File: src/rtl/core/pidf_pkg.sv
// Package: shared types and codes of the PID controller with filtered derivative.
`timescale 1ns / 1ps
package pidf_pkg;

    localparam int unsigned CfgIdxW = 3;
    localparam int unsigned QW      = 32;

    typedef enum logic [CfgIdxW-1:0] {
        REG_GAIN_P     = 3'd0,
        REG_GAIN_I     = 3'd1,
        REG_GAIN_D     = 3'd2,
        REG_LIMIT_LOW  = 3'd3,
        REG_LIMIT_HIGH = 3'd4,
        REG_TARGET     = 3'd5,
        REG_SMOOTHING  = 3'd6
    } reg_idx_t;

    typedef enum logic [2:0] {
        MUL_NONE = 3'd0,
        MUL_P    = 3'd1,
        MUL_I    = 3'd2,
        MUL_T    = 3'd3,
        MUL_FA   = 3'd4,
        MUL_FB   = 3'd5,
        MUL_D    = 3'd6
    } mul_sel_t;

    typedef struct packed {
        logic     in_ready;
        logic     load_in;
        logic     do_err;
        mul_sel_t mul_sel;
        logic     take_prop;
        logic     take_t1;
        logic     do_integ;
        logic     div_start;
        logic     zero_raw;
        logic     take_raw;
        logic     skip_deriv;
        logic     take_acc;
        logic     take_filt;
        logic     take_deriv;
        logic     do_final;
    } cmd_t;

    typedef struct packed {
        logic in_valid;
        logic in_kind;
        logic first;
        logic dt_zero;
        logic div_done;
        logic out_busy;
    } status_t;

endpackage

File: src/rtl/core/pidf_if.sv
// Interfaces: sample, result and configuration channels.
`timescale 1ns / 1ps
interface pidf_sample_if;
    logic        valid;
    logic        ready;
    logic        kind;
    logic [31:0] measurement;
    logic [31:0] step_time;
    modport source (output valid, kind, measurement, step_time, input ready);
    modport sink   (input valid, kind, measurement, step_time, output ready);
endinterface

interface pidf_result_if;
    logic        valid;
    logic        ready;
    logic [31:0] drive;
    logic        limited;
    logic        zero_step;
    modport source (output valid, drive, limited, zero_step, input ready);
    modport sink   (input valid, drive, limited, zero_step, output ready);
endinterface

interface pidf_cfg_if;
    logic        valid;
    logic        ready;
    logic [2:0]  index;
    logic [31:0] data;
    modport source (output valid, index, data, input ready);
    modport sink   (input valid, index, data, output ready);
endinterface

File: src/rtl/core/pidf_div.sv
// Restoring divider: 48-bit dividend by 32-bit divisor, one quotient bit per cycle.
`timescale 1ns / 1ps
module pidf_div (
    input  logic        clk,
    input  logic        rst_n,
    input  logic        start,
    input  logic [47:0] dividend,
    input  logic [31:0] divisor,
    output logic        done,
    output logic [47:0] quotient
);
    logic        busy_reg, busy_next;
    logic [5:0]  cnt_reg, cnt_next;
    logic [47:0] q_reg, q_next;
    logic [32:0] rem_reg, rem_next;
    logic [32:0] rem_shift;
    logic        fits;

    assign rem_shift = {rem_reg[31:0], q_reg[47]};
    assign fits      = rem_shift >= {1'b0, divisor};
    assign done      = busy_reg && (cnt_reg == 6'd0);
    assign quotient  = q_reg;

    always_comb
    begin
        busy_next = busy_reg;
        cnt_next  = cnt_reg;
        q_next    = q_reg;
        rem_next  = rem_reg;
        if (start)
        begin
            busy_next = 1'b1;
            cnt_next  = 6'd48;
            q_next    = dividend;
            rem_next  = '0;
        end
        else if (busy_reg)
        begin
            if (cnt_reg == 6'd0)
            begin
                busy_next = 1'b0;
            end
            else
            begin
                cnt_next = cnt_reg - 6'd1;
                rem_next = fits ? (rem_shift - {1'b0, divisor}) : rem_shift;
                q_next   = {q_reg[46:0], fits};
            end
        end
    end

    always_ff @(posedge clk or negedge rst_n)
    begin
        if (!rst_n)
        begin
            busy_reg <= 1'b0;
            cnt_reg  <= '0;
        end
        else
        begin
            busy_reg <= busy_next;
            cnt_reg  <= cnt_next;
        end
    end

    always_ff @(posedge clk)
    begin
        q_reg   <= q_next;
        rem_reg <= rem_next;
    end

    assert property (@(posedge clk) disable iff (!rst_n)
        done |=> !busy_reg || start)
        else $error("divider stayed busy after done");
endmodule

File: src/rtl/core/pidf_dp.sv
// Datapath: config registers, controller state, shared multiplier and divider.
`timescale 1ns / 1ps
module pidf_dp (
    input  logic                 clk,
    input  logic                 rst_n,
    input  pidf_pkg::cmd_t       cmd,
    output pidf_pkg::status_t    status,
    input  logic                 in_valid,
    input  logic                 in_kind,
    input  logic [31:0]          in_measurement,
    input  logic [31:0]          in_step_time,
    input  logic                 cfg_we,
    input  logic [2:0]           cfg_index,
    input  logic [31:0]          cfg_data,
    output logic                 out_valid,
    input  logic                 out_ready,
    output logic [31:0]          out_drive,
    output logic                 out_limited,
    output logic                 out_zero_step
);
    localparam logic signed [66:0] WMax = 67'sd2147483647;
    localparam logic signed [66:0] WMin = -67'sd2147483648;

    function automatic logic [31:0] shr_sat(input logic signed [66:0] p);
        logic signed [66:0] s;
        s = p >>> 16;
        if (s > WMax)
            return 32'h7FFF_FFFF;
        else if (s < WMin)
            return 32'h8000_0000;
        return s[31:0];
    endfunction

    function automatic logic [31:0] sat33(input logic signed [32:0] x);
        if (x[32] != x[31])
            return x[32] ? 32'h8000_0000 : 32'h7FFF_FFFF;
        return x[31:0];
    endfunction

    // upper test first, so with crossed limits a value above the upper one resolves to it, any other to the lower one
    function automatic logic [32:0] clamp34(input logic signed [33:0] x,
                                            input logic signed [31:0] lo,
                                            input logic signed [31:0] hi);
        if (x > 34'(hi))
            return {1'b1, hi};
        else if (x < 34'(lo))
            return {1'b1, lo};
        return {1'b0, x[31:0]};
    endfunction

    logic signed [31:0] gain_p_reg, gain_i_reg, gain_d_reg;
    logic signed [31:0] limit_low_reg, limit_high_reg, target_reg;
    logic [16:0]        smoothing_reg;

    logic               kind_reg;
    logic signed [31:0] meas_reg;
    logic [31:0]        dt_reg;
    logic signed [31:0] err_reg, delta_reg, prop_reg, t1_reg, raw_reg, deriv_reg;
    logic signed [31:0] integral_reg, last_reg, filt_reg;
    logic               first_reg, zstep_reg;
    logic signed [65:0] prod_reg, acc_reg;
    logic               out_valid_reg, limited_reg, zero_step_reg;
    logic [31:0]        drive_reg;

    logic [16:0]        alpha;
    logic signed [32:0] mul_a, mul_b;
    logic signed [65:0] prod_next;
    logic [31:0]        integ_sat;
    logic [32:0]        integ_clamp, final_clamp;
    logic signed [33:0] total;
    logic [31:0]        delta_mag;
    logic               div_done;
    logic [47:0]        quot;
    logic [31:0]        raw_next;

    assign alpha = (smoothing_reg > 17'd65536) ? 17'd65536 : smoothing_reg;

    always_comb
    begin
        mul_a = '0;
        mul_b = '0;
        case (cmd.mul_sel)
            pidf_pkg::MUL_P:
            begin
                mul_a = 33'(gain_p_reg);
                mul_b = 33'(err_reg);
            end
            pidf_pkg::MUL_I:
            begin
                mul_a = 33'(gain_i_reg);
                mul_b = 33'(err_reg);
            end
            pidf_pkg::MUL_T:
            begin
                mul_a = 33'(t1_reg);
                mul_b = $signed({1'b0, dt_reg});
            end
            pidf_pkg::MUL_FA:
            begin
                mul_a = $signed({16'b0, alpha});
                mul_b = 33'(raw_reg);
            end
            pidf_pkg::MUL_FB:
            begin
                mul_a = $signed({16'b0, 17'd65536 - alpha});
                mul_b = 33'(filt_reg);
            end
            pidf_pkg::MUL_D:
            begin
                mul_a = 33'(gain_d_reg);
                mul_b = 33'(filt_reg);
            end
            default:
            begin
                mul_a = '0;
                mul_b = '0;
            end
        endcase
    end

    assign prod_next   = 66'(mul_a) * 66'(mul_b);
    assign integ_sat   = sat33(33'(integral_reg) + 33'($signed(shr_sat(67'(prod_reg)))));
    assign integ_clamp = clamp34(34'($signed(integ_sat)), limit_low_reg, limit_high_reg);
    assign total       = 34'(prop_reg) + 34'(integral_reg) - 34'(deriv_reg);
    assign final_clamp = clamp34(total, limit_low_reg, limit_high_reg);
    assign delta_mag   = delta_reg[31] ? (32'd0 - delta_reg) : delta_reg;

    pidf_div u_div (
        .clk      (clk),
        .rst_n    (rst_n),
        .start    (cmd.div_start),
        .dividend ({delta_mag, 16'b0}),
        .divisor  (dt_reg),
        .done     (div_done),
        .quotient (quot)
    );

    // saturate by sign once the magnitude reaches 2^31
    always_comb
    begin
        if (quot >= 48'h0000_8000_0000)
            raw_next = delta_reg[31] ? 32'h8000_0000 : 32'h7FFF_FFFF;
        else
            raw_next = delta_reg[31] ? (32'd0 - quot[31:0]) : quot[31:0];
    end

    assign status.in_valid = in_valid;
    assign status.in_kind  = in_kind;
    assign status.first    = first_reg;
    assign status.dt_zero  = (dt_reg == 32'd0);
    assign status.div_done = div_done;
    assign status.out_busy = out_valid_reg && !out_ready;

    always_ff @(posedge clk or negedge rst_n)
    begin
        if (!rst_n)
        begin
            gain_p_reg     <= '0;
            gain_i_reg     <= '0;
            gain_d_reg     <= '0;
            limit_low_reg  <= 32'sh8000_0000;
            limit_high_reg <= 32'sh7FFF_FFFF;
            target_reg     <= '0;
            smoothing_reg  <= 17'd65536;
        end
        else if (cfg_we)
        begin
            case (cfg_index)
                pidf_pkg::REG_GAIN_P:     gain_p_reg     <= cfg_data;
                pidf_pkg::REG_GAIN_I:     gain_i_reg     <= cfg_data;
                pidf_pkg::REG_GAIN_D:     gain_d_reg     <= cfg_data;
                pidf_pkg::REG_LIMIT_LOW:  limit_low_reg  <= cfg_data;
                pidf_pkg::REG_LIMIT_HIGH: limit_high_reg <= cfg_data;
                pidf_pkg::REG_TARGET:     target_reg     <= cfg_data;
                pidf_pkg::REG_SMOOTHING:  smoothing_reg  <= cfg_data[16:0];
                default:                  ;
            endcase
        end
    end

    // controller state and output beat
    always_ff @(posedge clk or negedge rst_n)
    begin
        if (!rst_n)
        begin
            integral_reg  <= '0;
            last_reg      <= '0;
            filt_reg      <= '0;
            first_reg     <= 1'b1;
            out_valid_reg <= 1'b0;
        end
        else
        begin
            if (cmd.load_in && in_kind)
            begin
                integral_reg <= '0;
                last_reg     <= '0;
                first_reg    <= 1'b1;
            end
            if (cmd.do_integ)
            begin
                integral_reg <= integ_clamp[31:0];
                if (first_reg)
                    first_reg <= 1'b0;
            end
            if (cmd.take_filt)
                filt_reg <= shr_sat(67'(acc_reg) + 67'(prod_reg));
            if (cmd.do_final)
            begin
                out_valid_reg <= 1'b1;
                if (!kind_reg)
                    last_reg <= meas_reg;
            end
            else if (out_valid_reg && out_ready)
                out_valid_reg <= 1'b0;
        end
    end

    always_ff @(posedge clk)
    begin
        if (cmd.load_in)
        begin
            kind_reg  <= in_kind;
            meas_reg  <= in_measurement;
            dt_reg    <= in_step_time;
            zstep_reg <= 1'b0;
            deriv_reg <= '0;
        end
        if (cmd.do_err)
        begin
            err_reg   <= sat33(33'(target_reg) - 33'(meas_reg));
            delta_reg <= sat33(33'(meas_reg) - 33'(last_reg));
        end
        if (cmd.mul_sel != pidf_pkg::MUL_NONE)
            prod_reg <= prod_next;
        if (cmd.take_prop)
            prop_reg <= shr_sat(67'(prod_reg));
        if (cmd.take_t1)
            t1_reg <= shr_sat(67'(prod_reg));
        if (cmd.zero_raw)
        begin
            raw_reg   <= '0;
            zstep_reg <= 1'b1;
        end
        if (cmd.take_raw)
            raw_reg <= raw_next;
        if (cmd.take_acc)
            acc_reg <= prod_reg;
        if (cmd.skip_deriv)
            deriv_reg <= '0;
        if (cmd.take_deriv)
            deriv_reg <= shr_sat(67'(prod_reg));
        if (cmd.do_final)
        begin
            drive_reg     <= kind_reg ? 32'd0 : final_clamp[31:0];
            limited_reg   <= kind_reg ? 1'b0 : final_clamp[32];
            zero_step_reg <= kind_reg ? 1'b0 : zstep_reg;
        end
    end

    assign out_valid     = out_valid_reg;
    assign out_drive     = drive_reg;
    assign out_limited   = limited_reg;
    assign out_zero_step = zero_step_reg;

    assert property (@(posedge clk) disable iff (!rst_n)
        (cmd.load_in && in_kind) |=> (first_reg && integral_reg == 32'sd0))
        else $error("clear beat did not reset controller state");

    assert property (@(posedge clk) disable iff (!rst_n)
        $rose(out_valid_reg) && !kind_reg && !limited_reg && (limit_low_reg <= limit_high_reg)
        |-> ($signed(drive_reg) >= limit_low_reg && $signed(drive_reg) <= limit_high_reg))
        else $error("unclamped drive outside limits");
endmodule

File: src/rtl/core/pidf_ctrl.sv
// Controller: sequences one control step over the shared datapath.
`timescale 1ns / 1ps
module pidf_ctrl (
    input  logic                 clk,
    input  logic                 rst_n,
    input  pidf_pkg::status_t    status,
    output pidf_pkg::cmd_t       cmd
);
    typedef enum logic [13:0] {
        S_IDLE  = 14'b00000000000001,
        S_ERR   = 14'b00000000000010,
        S_MP    = 14'b00000000000100,
        S_MI    = 14'b00000000001000,
        S_WT1   = 14'b00000000010000,
        S_MT    = 14'b00000000100000,
        S_INTEG = 14'b00000001000000,
        S_DIV   = 14'b00000010000000,
        S_FA    = 14'b00000100000000,
        S_FB    = 14'b00001000000000,
        S_FC    = 14'b00010000000000,
        S_MD    = 14'b00100000000000,
        S_WD    = 14'b01000000000000,
        S_FIN   = 14'b10000000000000
    } state_t;

    state_t state_reg, state_next;

    always_comb
    begin
        cmd        = '0;
        state_next = state_reg;
        case (state_reg)
            S_IDLE:
            begin
                cmd.in_ready = 1'b1;
                if (status.in_valid)
                begin
                    cmd.load_in = 1'b1;
                    state_next  = status.in_kind ? S_FIN : S_ERR;
                end
            end
            S_ERR:
            begin
                cmd.do_err = 1'b1;
                state_next = S_MP;
            end
            S_MP:
            begin
                cmd.mul_sel = pidf_pkg::MUL_P;
                state_next  = S_MI;
            end
            S_MI:
            begin
                cmd.take_prop = 1'b1;
                cmd.mul_sel   = pidf_pkg::MUL_I;
                state_next    = S_WT1;
            end
            S_WT1:
            begin
                cmd.take_t1 = 1'b1;
                state_next  = S_MT;
            end
            S_MT:
            begin
                cmd.mul_sel = pidf_pkg::MUL_T;
                state_next  = S_INTEG;
            end
            S_INTEG:
            begin
                cmd.do_integ = 1'b1;
                if (status.first)
                begin
                    cmd.skip_deriv = 1'b1;
                    state_next     = S_FIN;
                end
                else if (status.dt_zero)
                begin
                    cmd.zero_raw = 1'b1;
                    state_next   = S_FA;
                end
                else
                begin
                    cmd.div_start = 1'b1;
                    state_next    = S_DIV;
                end
            end
            S_DIV:
            begin
                if (status.div_done)
                begin
                    cmd.take_raw = 1'b1;
                    state_next   = S_FA;
                end
            end
            S_FA:
            begin
                cmd.mul_sel = pidf_pkg::MUL_FA;
                state_next  = S_FB;
            end
            S_FB:
            begin
                cmd.take_acc = 1'b1;
                cmd.mul_sel  = pidf_pkg::MUL_FB;
                state_next   = S_FC;
            end
            S_FC:
            begin
                cmd.take_filt = 1'b1;
                state_next    = S_MD;
            end
            S_MD:
            begin
                cmd.mul_sel = pidf_pkg::MUL_D;
                state_next  = S_WD;
            end
            S_WD:
            begin
                cmd.take_deriv = 1'b1;
                state_next     = S_FIN;
            end
            S_FIN:
            begin
                // hold until the output register is free
                if (!status.out_busy)
                begin
                    cmd.do_final = 1'b1;
                    state_next   = S_IDLE;
                end
            end
            default:
            begin
                state_next = S_IDLE;
            end
        endcase
    end

    always_ff @(posedge clk or negedge rst_n)
    begin
        if (!rst_n)
            state_reg <= S_IDLE;
        else
            state_reg <= state_next;
    end

    assert property (@(posedge clk) disable iff (!rst_n)
        (state_reg == S_FIN && status.out_busy) |=> state_reg == S_FIN)
        else $error("final step left while output still held");

    assert property (@(posedge clk) disable iff (!rst_n)
        (state_reg == S_IDLE && status.in_valid) |=> state_reg != S_IDLE)
        else $error("accepted beat not started");
endmodule

File: src/rtl/core/pid_controller_filtered_derivative.sv
// Top level: PID controller with filtered derivative and anti-windup.
//
//  channel  dir  payload                              handshake
//  sample   in   kind, measurement, step_time         valid/ready
//  result   out  drive, limited, zero_step            valid/ready
//  cfg      in   index[2:0], data[31:0]               valid/ready (ready tied high)
//
// With the derivative, a control beat runs every sequencer step and the serial divider
// (one quotient bit per cycle). A first sample skips the derivative, a zero step time
// the divider, a clear beat all but the final step. One beat is in work at a time.
// Reset restores the register defaults and the controller state; no sweep.
// A stalled result holds the final step, and with it the sample input.
`timescale 1ns / 1ps
module pid_controller_filtered_derivative (
    input  logic            clk,
    input  logic            rst_n,
    pidf_sample_if.sink     sample,
    pidf_result_if.source   result,
    pidf_cfg_if.sink        cfg
);
    pidf_pkg::cmd_t    cmd;
    pidf_pkg::status_t status;

    assign sample.ready = cmd.in_ready;
    assign cfg.ready    = 1'b1;

    pidf_ctrl u_ctrl (
        .clk    (clk),
        .rst_n  (rst_n),
        .status (status),
        .cmd    (cmd)
    );

    pidf_dp u_dp (
        .clk            (clk),
        .rst_n          (rst_n),
        .cmd            (cmd),
        .status         (status),
        .in_valid       (sample.valid),
        .in_kind        (sample.kind),
        .in_measurement (sample.measurement),
        .in_step_time   (sample.step_time),
        .cfg_we         (cfg.valid),
        .cfg_index      (cfg.index),
        .cfg_data       (cfg.data),
        .out_valid      (result.valid),
        .out_ready      (result.ready),
        .out_drive      (result.drive),
        .out_limited    (result.limited),
        .out_zero_step  (result.zero_step)
    );
endmodule
File: src/flat_wrapper.sv
// flat-port wrapper written by rule: the top's interface ports become plain ports
module pid_controller_filtered_derivative_flat 
  (clk, rst_n, sample_valid, sample_kind, sample_measurement, sample_step_time, sample_ready, result_valid, result_drive, result_limited, result_zero_step, result_ready, cfg_valid, cfg_index, cfg_data, cfg_ready);
  pidf_sample_if sample_i ();
  pidf_result_if result_i ();
  pidf_cfg_if cfg_i ();
  input  logic clk;
  input  logic rst_n;
  input wire logic [$bits(sample_i.valid)-1:0] sample_valid;
  input wire logic [$bits(sample_i.kind)-1:0] sample_kind;
  input wire logic [$bits(sample_i.measurement)-1:0] sample_measurement;
  input wire logic [$bits(sample_i.step_time)-1:0] sample_step_time;
  output wire logic [$bits(sample_i.ready)-1:0] sample_ready;
  output wire logic [$bits(result_i.valid)-1:0] result_valid;
  output wire logic [$bits(result_i.drive)-1:0] result_drive;
  output wire logic [$bits(result_i.limited)-1:0] result_limited;
  output wire logic [$bits(result_i.zero_step)-1:0] result_zero_step;
  input wire logic [$bits(result_i.ready)-1:0] result_ready;
  input wire logic [$bits(cfg_i.valid)-1:0] cfg_valid;
  input wire logic [$bits(cfg_i.index)-1:0] cfg_index;
  input wire logic [$bits(cfg_i.data)-1:0] cfg_data;
  output wire logic [$bits(cfg_i.ready)-1:0] cfg_ready;
  assign sample_i.valid = sample_valid;
  assign sample_i.kind = sample_kind;
  assign sample_i.measurement = sample_measurement;
  assign sample_i.step_time = sample_step_time;
  assign sample_ready = sample_i.ready;
  assign result_valid = result_i.valid;
  assign result_drive = result_i.drive;
  assign result_limited = result_i.limited;
  assign result_zero_step = result_i.zero_step;
  assign result_i.ready = result_ready;
  assign cfg_i.valid = cfg_valid;
  assign cfg_i.index = cfg_index;
  assign cfg_i.data = cfg_data;
  assign cfg_ready = cfg_i.ready;
  pid_controller_filtered_derivative u_core (.clk(clk), .rst_n(rst_n), .sample(sample_i), .result(result_i), .cfg(cfg_i));
endmodule
File: config.mk
export PLATFORM = sky130hd
export DESIGN_NAME = pid_controller_filtered_derivative_flat
export DESIGN_NICKNAME = d
export VERILOG_FILES = /design/src/rtl/core/pidf_pkg.sv /design/src/rtl/core/pidf_if.sv /design/src/rtl/core/pidf_div.sv /design/src/rtl/core/pidf_dp.sv /design/src/rtl/core/pidf_ctrl.sv /design/src/rtl/core/pid_controller_filtered_derivative.sv /design/src/flat_wrapper.sv
export SDC_FILE = /design/constraint.sdc
export NUM_CORES = 2
export LEC_CHECK = 0
export BUFFER_PORTS_ARGS = -buffer_cell sky130_fd_sc_hd__buf_2
export CAP_MARGIN = 20
export CORE_AREA = 2 2 542 544
export DETAILED_ROUTE_END_ITERATION = 8
export DIE_AREA = 0 0 544 546
export PLACE_DENSITY_LB_ADDON = 0.15
export SETUP_SLACK_MARGIN = 0.5
export SYNTH_ARGS = -nofsm -noshare
export SYNTH_HDL_FRONTEND = slang
export SYNTH_SLANG_ARGS = --single-unit
File: constraint.sdc
create_clock -name clk -period 23.9 [get_ports clk]
set_clock_uncertainty 0.15 [all_clocks]
set_input_delay 1.195 -clock clk [delete_from_list [all_inputs] [get_ports clk]]
set_output_delay 1.195 -clock clk [all_outputs]
set_load 0.01 [all_outputs]
## Yosys cells after proc, flatten, opt, wreduce, memory -nomap -nowiden

Cells that the tools add are included.

- Bits in registers: 832
- Bits of input ports: 105
- Output and inout port bits: 37
- Logic and storage cells: 217

- Add/sub/neg operators: 11
- $mul: 1
- Magnitude comparators: 11
- Equal/unequal tests: 33
- Mux-type cells: 99
- Bitwise operators: 2
- Reductions and logical operators: 27

Operators with widths:

| operator | number |
|---|---|
| two-way mux 32 bit | 37 |
| one-hot mux 33 bit (6 select lines) | 1 |
| one-hot mux 14 bit (14 select lines) | 1 |
| two-way mux 48 bit | 3 |
| one-hot mux 33 bit (4 select lines) | 1 |
| two-way mux 14 bit | 5 |
| adder 66 x 66 -> 67 bit | 1 |
| adder 32 x 32 -> 33 bit | 2 |
| multiplier 33 x 33 -> 66 bit | 1 |
| two-way mux 33 bit | 2 |
| subtractor 32 x 32 -> 33 bit | 2 |
| subtractor 1 x 32 -> 32 bit, first input constant | 2 |
| > comparator 51 x 32 -> 1 bit, second input constant | 1 |
| < comparator 51 x 32 -> 1 bit, second input constant | 1 |
| > comparator 50 x 32 -> 1 bit, second input constant | 1 |
| < comparator 50 x 32 -> 1 bit, second input constant | 1 |
| greater-or-equal comparator 48 x 32 -> 1 bit, second input constant | 1 |
| two-way mux 1 bit | 40 |
| > comparator 34 x 32 -> 1 bit | 1 |
| < comparator 34 x 32 -> 1 bit | 1 |
| subtractor 33 x 32 -> 34 bit | 1 |
| greater-or-equal comparator 33 x 32 -> 1 bit | 1 |
| > comparator 32 bit | 1 |
| zero test 32 bit | 1 |
| 41 further kinds | 75 |

## Logic depth before layout (Yosys ltp)

- Depth after elaboration: 13
- Gate-level depth with buffers: 43
- Gate-level depth less buffers: 40

## Hierarchy

A second synthesis with hierarchy kept.

- Cell total of the unflattened synthesis: 9,287
- Area, all modules: 89,629.7 µm²

By module, submodules not included:

| module | instances | cells an instance | area an instance (µm²) | sequential area each (µm²) |
|---|---|---|---|---|
| pidf_dp | 1 | 8,560 | 82,708.1 | 20,447.1 |
| pidf_div | 1 | 625 | 5,968.2 | 2,257.2 |
| pidf_ctrl | 1 | 100 | 942.2 | 351.6 |
| pid_controller_filtered_derivative | 1 | 2 | 11.3 | 0.0 |

## Least setup slack after synthesis

No wires, ideal clock.

- Path kind: register -> register
- Start: register u_core.u_ctrl.state_reg[2]
- End: register u_core.u_dp.prod_reg[57] (data pin)
- Library setup time: 0.258 ns
- Arrival time: 12.657 ns
- Data required time: 23.492 ns
- Slack: 10.834 ns
- Stages on the path, launching flop included: 39
- Buffers on the path: 4
- Period minus slack after synthesis: 13.066 ns
- Path through: dfrtp_1 or4_1 nor3_1 nand2_1 or3_1 or3b_1 clkbuf_1 inv_2 clkbuf_1 clkbuf_1 a311oi_1 clkbuf_1 nor2_1 fa_1 fa_1 fa_1 inv_1 fa_1 (+3 left out) fa_1 inv_1 fa_1 inv_1 ha_1 a21o_1 a21o_1 a21o_1 a211o_1 a41o_1 a21bo_2 o2bb2ai_1 a2111oi_0 o41ai_1 a311oi_1 o21bai_1 a21oi_1 xnor2_1

- Longest elaborated chain between the ends: 6
- Elaborated cells between the ends (all ways): 18
- Classes of those cells: 1 x mul; 12 x eq/ne; 3 x mux; 2 x reduce/logical

Ends and longest elaborated chain:

| item | line | text |
|---|---|---|
| start: declaration | pidf_ctrl.sv:26 | `state_t state_reg, state_next;` |
| start signal: assignment | pidf_ctrl.sv:142 | `state_reg <= state_next;` |
| equality test 14 x 12 -> 1 bit (tied with other cells) | pidf_ctrl.sv:32 | `case (state_reg)` |
| one-hot mux 3 bit (6 select lines) (*) | pidf_ctrl.sv:32 |  |
| equality test 3 bit (tied with other cells) | pidf_dp.sv:82 | `case (cmd.mul_sel)` |
| OR reduction 2 bit (no source line) | - |  |
| one-hot mux 33 bit (4 select lines) | pidf_dp.sv:82 |  |
| multiplier 33 x 33 -> 66 bit (*) | pidf_dp.sv:121 | `assign prod_next = 66'(mul_a) * 66'(mul_b);` |
| named net u_core.u_dp.prod_next[57] | pidf_dp.sv:67 | `logic signed [65:0] prod_next;` |
| end signal: assignment | pidf_dp.sv:235 | `prod_reg <= prod_next;` |
| end: declaration | pidf_dp.sv:61 | `logic signed [65:0] prod_reg, acc_reg;` |

The timed path passes the listed nets; every way through them passes the cells marked *.
A chain may end at the register's enable or synchronous reset.

## Worst setup path after layout

Ends and elaborated chain as after synthesis.

==> impl_results.md <==
- Core area: 292100 sq um
- Die X: around 540 microns
- Post-place setup slack: 10600 ps
- Synth top area share: 26.69%
- Register area share after synthesis: 26.36%
- Synth top cells by count: 1597 x inv_1, 1158 x fa_1, 1099 x nand2_1, 654 x nor2_1, 579 x ha_1
- Max_cap viols: 0
- Gr usage total: 22.27%
- Synth cell types: 91
- Outcome: completed
- Yosys top cell by area: fa_1
- RSZ-0062 raised after global routing: false
- Synth warnings: 0
- CP Buf/Inv Count: 9
- CTS Hold Bufs: 0
- Share of layout cells above drive strength 1: 8.445%
- Cts repair resizes: 0
- PortBufs: 140
- Cell with the most instances after synthesis: inv_1
- Clock buffer count from CTS: 109
- Final Util: 32.93%
- Starting Density: 29.74%
- Final period utilization: 55.74%
- Hold Crit Class: in -> async
- PwrDens: between 60 and 70 nW/um^2
- Clock slew at the register clock pins of the worst setup and hold paths: 60 ps
- Total number of vias: roughly 67000
- Main synth FF type: edfxtp_1
- DRT antenna net count: 0
- Max Clock Freq: 0.07506 GHz
- Avg Inst Size Synth: 9.589 sq um
- Grt ovf: 0
- Vias in the first global route: ~70000
- Tightest hold margin: ~240 ps
- Final nets: 10920
- Slew of the pin with the lowest slew margin: 1195 ps
- Number of instances in the placed design: 12880
- Final Total Pwr: ~6 mW
- DIE HEIGHT: between 500 and 600 microns
- CP top delay family: adder cells
- Max-slew headroom: 20.36%
- Worst skew pair latency: 840 ps
- R2r setup slk: around 11000 ps
- Post-route setup slack: between 10000 and 15000 ps
- Drt total wl: 331.0 mm
- FFs w/ async S/R, synth: roughly 39%
- Std cell rows: around 200
- Synthesis-to-finish area growth: 10.73%
- Clock Path Buffers: 4
- Post-synth EDFFs: 455
- Slowest stage delay, CP: 830 ps
- Ports: 142
- First-pass iteration count of the detailed router: 9
- Vias per cell: around 5.1
- Largest cells by area after synthesis: fa_1 27%, edfxtp_1 16%, dfrtp_1 8.4%
- Arrival @ worst endpoint: 13690 ps
- Root buffer cell: clkbuf_16
- Mapped Cells: 9058
- Finished Layout Cells: roughly 13000
- Drc violations: 0
- Clock network power share: 27.3%
- Hpwl dp: about 260 mm
- # fillers: 30150
- CTS tree: done
- Post-CTS Setup Repair Bufs: 0
- Final setup TNS: 0 ps
- Sequential power share: roughly a third
- First-pass GRT wire length: around 480 mm
- Initial drt markers: 5400
- Largest net degree at the start of global routing: 103
- Switch share: a little over 40%
- Max FO, Critical Path: 33
- Syn Std Cell Area: 86860 sq um
- Req. time, crit path: 24270 ps
- Final GP Congestion: between 0.9 and 1
- Synth Net Count: 10900
- Finish-stage setup viols: 0
- P_int: 3.661 mW
- Net Switching: 2.513 mW
- Worst Setup End Kind: flop
- Hold Fails Final Rpt: 0
- Total die area: between 200000 and 300000 sq um
- Initial antenna violation count: 20
- Kind of critical path: reg -> reg
- DR WL/cell: 25.28 microns
- CP dominant cell by count: fa_1
- Design area: 96180 sq um
- Synthesized flop and latch total: 832
- Worst setup SP type: flop
- Num Clock Sinks: 832
- Slew Viols, Final: 0
- Final Critical Period: 13320 ps
- DP Area: 92600 sq um
- Combinational share of power: 40.0%
- P_leak: 43.97 nW
- Worst ir drop on vdd: 0.08084 mV
- H-Tree Depth: 3
- Slowest stage cell, crit path: o41ai_1
[kinds of logic after synthesis]
kind of cell | count (synthesis) | synth area share, %
and+or+nand+nor | 2422 | 12.35
buffers and inverters | 1987 | 8.593
adders and majority gates | 1780 | 35.53
AOI/OAI and AO/OA | 1553 | 11.75
DFF | 832 | 26.36
xor gates and xnor gates | 285 | 2.874
muxes | 198 | 2.540
other | 1 | 0.004317
[path summary, 6_finish.rpt]
kind,cells past startpoint,end,from
max in group asynchronous,3,u_core.u_dp.integral_reg[2],rst_n
min reg2reg,0,u_core.u_dp.acc_reg[5],u_core.u_dp.prod_reg[5]
min in group clk,0,u_core.u_dp.acc_reg[5],u_core.u_dp.prod_reg[5]
max,39,u_core.u_dp.prod_reg[57],u_core.u_ctrl.state_reg[2]
min,1,u_core.u_dp.last_reg[18],rst_n
max reg2reg,39,u_core.u_dp.prod_reg[57],u_core.u_ctrl.state_reg[2]
[power groups by stage]
stage | combinational (mW) | clock [mW] | sequential [mW]
global route | 2.73 | 1.79 | 2.04
detailed placement | 2.47 | 0 | 2.04
CTS | 2.48 | 1.74 | 2.02
global placement | 2.44 | 0 | 2.04
floorplan | 1.62 | 0 | 1.94
finish | 2.47 | 1.68 | 2.02
[cells in the final DEF, fill, tap and decap left out, types with 26 or more instances in the layout]
| cell type | count |
|---|---|
| inv_1 | 1596 |
| fa_1 | 1158 |
| nand2_1 | 1092 |
| nor2_1 | 651 |
| ha_1 | 579 |
| edfxtp_1 | 455 |
| a21oi_1 | 426 |
| dfrtp_1 | 293 |
| o21ai_0 | 272 |
| mux2_2 | 179 |
| xnor2_1 | 178 |
| a21o_1 | 173 |
| buf_4 | 149 |
| buf_2 | 139 |
| clkbuf_16 | 113 |
| nand3_1 | 108 |
| xor2_1 | 106 |
| a211oi_1 | 83 |
| and2_1 | 77 |
| a22o_1 | 77 |
| nor3_1 | 71 |
| o21ai_1 | 67 |
| nor2b_1 | 62 |
| nand4_1 | 54 |
| nand2b_1 | 53 |
| dfxtp_1 | 49 |
| or3_1 | 45 |
| a221o_1 | 44 |
| o21a_1 | 44 |
| maj3_1 | 43 |
| o21bai_1 | 42 |
| nor4_1 | 37 |
| a222oi_1 | 36 |
| dfstp_2 | 35 |
| a31oi_1 | 34 |
| a22oi_1 | 29 |
| and3_1 | 28 |
| clkbuf_1 | 28 |
| nor3b_1 | 26 |
[per-layer routing]
layer  GRT usage, %  up-vias  wire length (microns)
met1          30.82    34400                 146700
met4          6.965        0                  12070
met5              0        -                      0
li1               -    29690                      -
met2          35.50     2161                 150200
met3          3.534      402                  22060
[area by class of cell]
class                   count  area, sq um  share of cell area (%)
inverters                1602         6016                   6.255
diodes                      7        17.52                 0.01821
clock inverters            50        506.7                  0.5269
flip-flops and latches    832        22900                   23.81
clock buffers             150         3050                   3.172
multi-input cells        6239        56870                   59.14
repair buffers            292         1912                   1.988
well taps                3919         4903                   5.098
(Power assumes the default switching activity.)
